**src/sv/mrcg_pkg.sv**
```systemverilog
// Package for the message rate and client guard: shared types, codes and the client table.
// Depends on nothing; the front end, queue, back end, top level, checker and testbench use it by scoped names.
`timescale 1ns / 1ps

package mrcg_pkg;

    localparam logic [12:0] MIN_LEN      = 13'd20;
    localparam int unsigned CLIENT_COUNT = 5;
    localparam logic [2:0]  GATED_CLIENT = 3'd1;

    localparam logic [63:0] WINDOW_RESET = 64'd1000000000;
    localparam logic [8:0]  LIMIT_RESET  = 9'd20;

    // Client ids, byte 0 of the id in bits 7:0 of the low word.
    localparam logic [63:0] CLIENT_LO [CLIENT_COUNT] = '{
        64'h43451F7301636A8E, 64'h4045459A2802F812, 64'hE011F1F86C9AB705,
        64'hA949583434FFD1E2, 64'h0045A1F603999CFC
    };
    localparam logic [63:0] CLIENT_HI [CLIENT_COUNT] = '{
        64'h3ADAD2DB2B3DEAAD, 64'h66C35B964F239EA7, 64'h000000000000A197,
        64'hE59BCE15698EDA88, 64'h9BACF8A77A0AFE96
    };

    typedef enum logic [1:0] {
        CFG_WINDOW = 2'd0,
        CFG_LIMIT  = 2'd1,
        CFG_MGMT   = 2'd2
    } cfg_index_t;

    typedef logic [63:0] stamp_t;

    typedef struct packed {
        logic       known;
        logic [2:0] index;
    } client_match_t;

    typedef struct packed {
        stamp_t        timestamp;
        client_match_t client;
    } work_t;

    typedef struct packed {
        logic full;
        logic empty;
    } fifo_stat_t;

    typedef struct packed {
        stamp_t     window_len;
        logic [8:0] burst_limit;
        logic       mgmt_provisioned;
    } cfg_t;

    typedef struct packed {
        logic [8:0]  window_count;
        logic        burst_alert;
        logic        unknown_alert;
        logic        gated_alert;
        logic [2:0]  client_index;
        logic [63:0] message_total;
        logic [63:0] alert_total;
        logic [63:0] unknown_total;
    } result_t;

    typedef enum logic [1:0] {
        BK_IDLE,
        BK_LOAD,
        BK_WALK,
        BK_DONE
    } back_state_t;

    // First matching table entry wins; an unknown id gives index 0.
    function automatic client_match_t client_lookup(input logic [63:0] lo,
                                                    input logic [63:0] hi);
        client_match_t m;
        m.known = 1'b0;
        m.index = 3'd0;
        for (int i = CLIENT_COUNT - 1; i >= 0; i--) begin
            if (CLIENT_LO[i] == lo && CLIENT_HI[i] == hi) begin
                m.known = 1'b1;
                m.index = 3'(i);
            end
        end
        return m;
    endfunction

endpackage

```
**src/sv/mrcg_fifo.sv**
```systemverilog
// Two-entry queue of classified work between the front end and the back end.
// Depends on mrcg_pkg.
`timescale 1ns / 1ps

module mrcg_fifo (
    input  logic                clk,
    input  logic                rst_n,
    input  logic                push,
    input  mrcg_pkg::work_t     wdata,
    input  logic                pop,
    output mrcg_pkg::work_t     head,
    output mrcg_pkg::fifo_stat_t stat
);

    mrcg_pkg::work_t slot_reg [2];
    logic            wr_ptr_reg;
    logic            wr_ptr_next;
    logic            rd_ptr_reg;
    logic            rd_ptr_next;
    logic [1:0]      level_reg;
    logic [1:0]      level_next;

    always_comb
    begin
        wr_ptr_next = push ? ~wr_ptr_reg : wr_ptr_reg;
        rd_ptr_next = pop ? ~rd_ptr_reg : rd_ptr_reg;
        level_next  = level_reg + {1'b0, push} - {1'b0, pop};
    end

    always_ff @(posedge clk or negedge rst_n)
    begin
        if (!rst_n)
        begin
            wr_ptr_reg <= 1'b0;
            rd_ptr_reg <= 1'b0;
            level_reg  <= 2'd0;
        end
        else
        begin
            wr_ptr_reg <= wr_ptr_next;
            rd_ptr_reg <= rd_ptr_next;
            level_reg  <= level_next;
        end
    end

    always_ff @(posedge clk)
    begin
        if (push)
        begin
            slot_reg[wr_ptr_reg] <= wdata;
        end
    end

    assign head       = slot_reg[rd_ptr_reg];
    assign stat.full  = level_reg[1];
    assign stat.empty = (level_reg == 2'd0);

endmodule

```
**config.mk**
```make
export PLATFORM = sky130hd
export DESIGN_NAME = mrcg_fifo
export DESIGN_NICKNAME = d
export VERILOG_FILES = /design/src/sv/mrcg_pkg.sv /design/src/sv/mrcg_fifo.sv
export SDC_FILE = /design/constraint.sdc
export NUM_CORES = 1
export LEC_CHECK = 0
export BUFFER_PORTS_ARGS = -buffer_cell sky130_fd_sc_hd__clkbuf_2
export CAP_MARGIN = 30
export CORE_ASPECT_RATIO = 0.75
export CORE_MARGIN = 2
export CORE_UTILIZATION = 40
export DETAILED_ROUTE_END_ITERATION = 12
export PLACE_DENSITY_LB_ADDON = 0.12
export SLEW_MARGIN = 10
export SYNTH_ARGS = -nofsm -noshare
export SYNTH_HDL_FRONTEND = slang
export SYNTH_SLANG_ARGS = --single-unit
```
**constraint.sdc**
```tcl
create_clock -name clk -period 4.35 [get_ports clk]
set_clock_uncertainty 0.05 [all_clocks]
set_input_delay 0.2175 -clock clk [delete_from_list [all_inputs] [get_ports clk]]
set_output_delay 0.2175 -clock clk [all_outputs]
set_load 0.01 [all_outputs]
```
==> results.cfg <==
[status]
outcome = finished, final reports clean

[placement]
place_area_um2 = 6030
place_ws_ns = 2.39
globalplace.congestion = 0.692
portBuffers = 141

[layout]
num-fill-cells = 962
syn_to_final_growth_pct = 43.2
final_nets = 527
post-route-util = 0.593
final_area_um2 = 7370
largest_reg_flops = 136
drive_gt1_frac = 0.525
antenna_cells = 0

[drt]
avgViaCountPerCell = 4.47
drcViolationCount = 0
drtAntennaViolNets = 0
via_count = 2819
finalWirelength_um = 9390
wl_per_cell_um = 14.9
dr.pass1.iters = 6
drt_iter0_drc = 122

[grt]
grt_max_degree = 70
antenna_found_initial = 0
grtUsageTotal = 0.144
first_global_vias = 2981
grt_pass1_wl_um = 14600
overflow = 0

[job]
drv_cap = 0

[floorplanning]
ioPinCount = 142
die_y_um = 102
rows = 35
die-area_um2 = 13800
initial_core_util = 0.414
core_um2 = 12400
die_w_um = 135

[critical_path]
rr_worst_depth = 3
critPathTopFamily = flip-flops
critPathKind = reg -> out
worstSetupEndpoint = head[20]
slowest_delay_ns = 0.63
cp-end-kind = primary output
cp_num_buf_inv = 2
setup.worst_path.start = rd_ptr_reg$_DFFE_PN0P_
crit_path_top_delay_cell = dfrtp_4
cp.depth = 3
required_ns = 4.08
start_kind = flip-flop
worstPathCellList = buf_16, mux2_2, clkbuf_2
cp.arrival_ns = 1.90
rrSetupSlack_ns = 2.73
rr_startpoint = wr_ptr_reg$_DFFE_PN0P_
regToRegEndpoint = slot_reg[0][19]$_DFFE_PP_
crit_path_max_fanout = 50

[cts]
clock_sinks = 140
postCtsSetupRepairBufs = 0
path_clk_slew_ns = 0.05
cts_buffers = 17
cts_htree_levels = 4
root_buffer = clkbuf_16
clk_latency_ns = 0.40
clock_path_buffers = 2
cts_tree = built
post_cts_resized = 0

[power_and_ir_drop]
irDropWorstVdd_uv = 349
p_leak_nw = 2.89
p_per_area_nw_per_um2 = 616

[sta]
tightest_slew_ns = 0.488
min_period_ns = 2.16
rsz0062_at_grt = no
hold_violations = 0
tns_ns = 0
slew_violations = 0
period_share = 0.498
fmax_mhz = 462
setup_viol = 0
finalWorstSetupSlack_ns = 2.19
slew_headroom = 0.674
whs_ns = 0.103

[synthesis]
yosys_register_bits = 140
synth_area_um2 = 5150
avgSynthCellArea_um2 = 22.7
postSynthCellCount = 227
ys_types = 15
synth_nets = 301
ys_warn_count = 0
ys_seq_area_frac = 0.813

[min_path]
hold_path_class = in -> async
-- timing repair --
| action | CTS | global route |
|---|---|---|
| hold buffers | 71 | 0 |
| endpoints found under the setup margin | 0 | 0 |
| endpoints found under the hold margin | 142 | 0 |
-- cell usage in the layout (no fill, tap or decap) --
cell | Yosys | routed
and2_4 | 0 | 1
buf_12 | 0 | 2
buf_16 | 0 | 1
buf_4 | 1 | 1
bufinv_16 | 0 | 3
clkbuf_1 | 0 | 2
clkbuf_16 | 0 | 17
clkbuf_2 | 0 | 141
clkinv_1 | 0 | 1
clkinv_2 | 0 | 3
clkinv_4 | 0 | 2
clkinvlp_4 | 0 | 3
dfrtp_1 | 4 | 3
dfrtp_4 | 0 | 1
dlygate4sd3_1 | 0 | 71
edfxtp_1 | 136 | 136
ha_1 | 2 | 2
inv_1 | 2 | 2
mux2_2 | 58 | 58
mux2_4 | 10 | 10
nor2_1 | 1 | 1
nor2b_4 | 0 | 1
xor2_1 | 2 | 2
xor3_1 | 1 | 1
-- power by group --
| part | leakage (nW) | internal [mW] | switching (mW) |
|---|---|---|---|
| registers | 1.32 | 1.79 | 0.106 |
| logic | 1.29 | 0.627 | 0.611 |
| clock network | 0.276 | 0.894 | 0.509 |
-- synth_stat cells --
master    instances  area share
buf_4             1      0.0015
xor3_1            1      0.0046
nor2_1            1     0.00073
xor2_1            2      0.0034
dfrtp_1           4       0.019
buf_8             1      0.0029
and2_1            1      0.0012
buf_2             5      0.0049
buf_6             2      0.0044
nor2b_1           1      0.0012
ha_1              2      0.0049
edfxtp_1        136        0.79
mux2_2           58        0.13
mux2_4           10       0.029
inv_1             2      0.0015
-- stage by stage --
| stage | cells | total power [mW] |
|---|---|---|
| CTS | 629 | 4.57 |
| global placement | 526 | 3.08 |
| finish | 631 | 4.54 |
| floorplan | 227 | 2.69 |
| global route | 631 | 4.78 |
| detailed placement | 527 | 3.10 |
-- worst register-to-register path: stages (launching register included) --
cell and delay [ns]:
dfrtp_1 0.43, nor2b_4 0.12, buf_4 0.38, buf_12 0.30
-- area by class of cell --
cell class / instances / area (um^2) / area share
clock inverter: 12 / 149 / 0.0202
sequential: 140 / 4190 / 0.568
multi-input combinational: 76 / 896 / 0.122
clock buffer: 19 / 433 / 0.0587
timing repair buffer: 216 / 1490 / 0.202
tap: 166 / 208 / 0.0282
inverter: 2 / 7.51 / 0.00102
-- cell families (layout without fill, tap and decap cells) --
kind of cell               Yosys count  in the layout  synth area share
buffers and inverters               11            249            0.0151
muxes                               68             68             0.156
adders and majority gates            2              2           0.00486
DFF                                140            140             0.813
and+or+nand+nor                      3              3           0.00316
xor gates and xnor gates             3              3           0.00802
-- layer usage --
layer	vias up	track usage	routed length (um)	part of all wire
met5	-	0	0	0
met4	0	0.0553	91	0.0097
met3	9	0.0660	781	0.083
met2	105	0.224	4350	0.46
met1	1354	0.178	4170	0.44
li1	1351	-	-	-
-- how the worst min path moves through the flow --
stage	start	slack [ns]	to
6_report	rst_n	0.10	wr_ptr_reg$_DFFE_PN0P_
5_1_grt	rst_n	0.1	wr_ptr_reg$_DFFE_PN0P_
4_1_cts	rst_n	0.09	wr_ptr_reg$_DFFE_PN0P_
3_5_place_dp	rst_n	-0.02	wr_ptr_reg$_DFFE_PN0P_
3_3_place_gp	rst_n	-0.02	wr_ptr_reg$_DFFE_PN0P_
2_1_floorplan	rst_n	-0.13	level_reg[0]$_DFF_PN0_
Power figures use the tool's default switching activity.
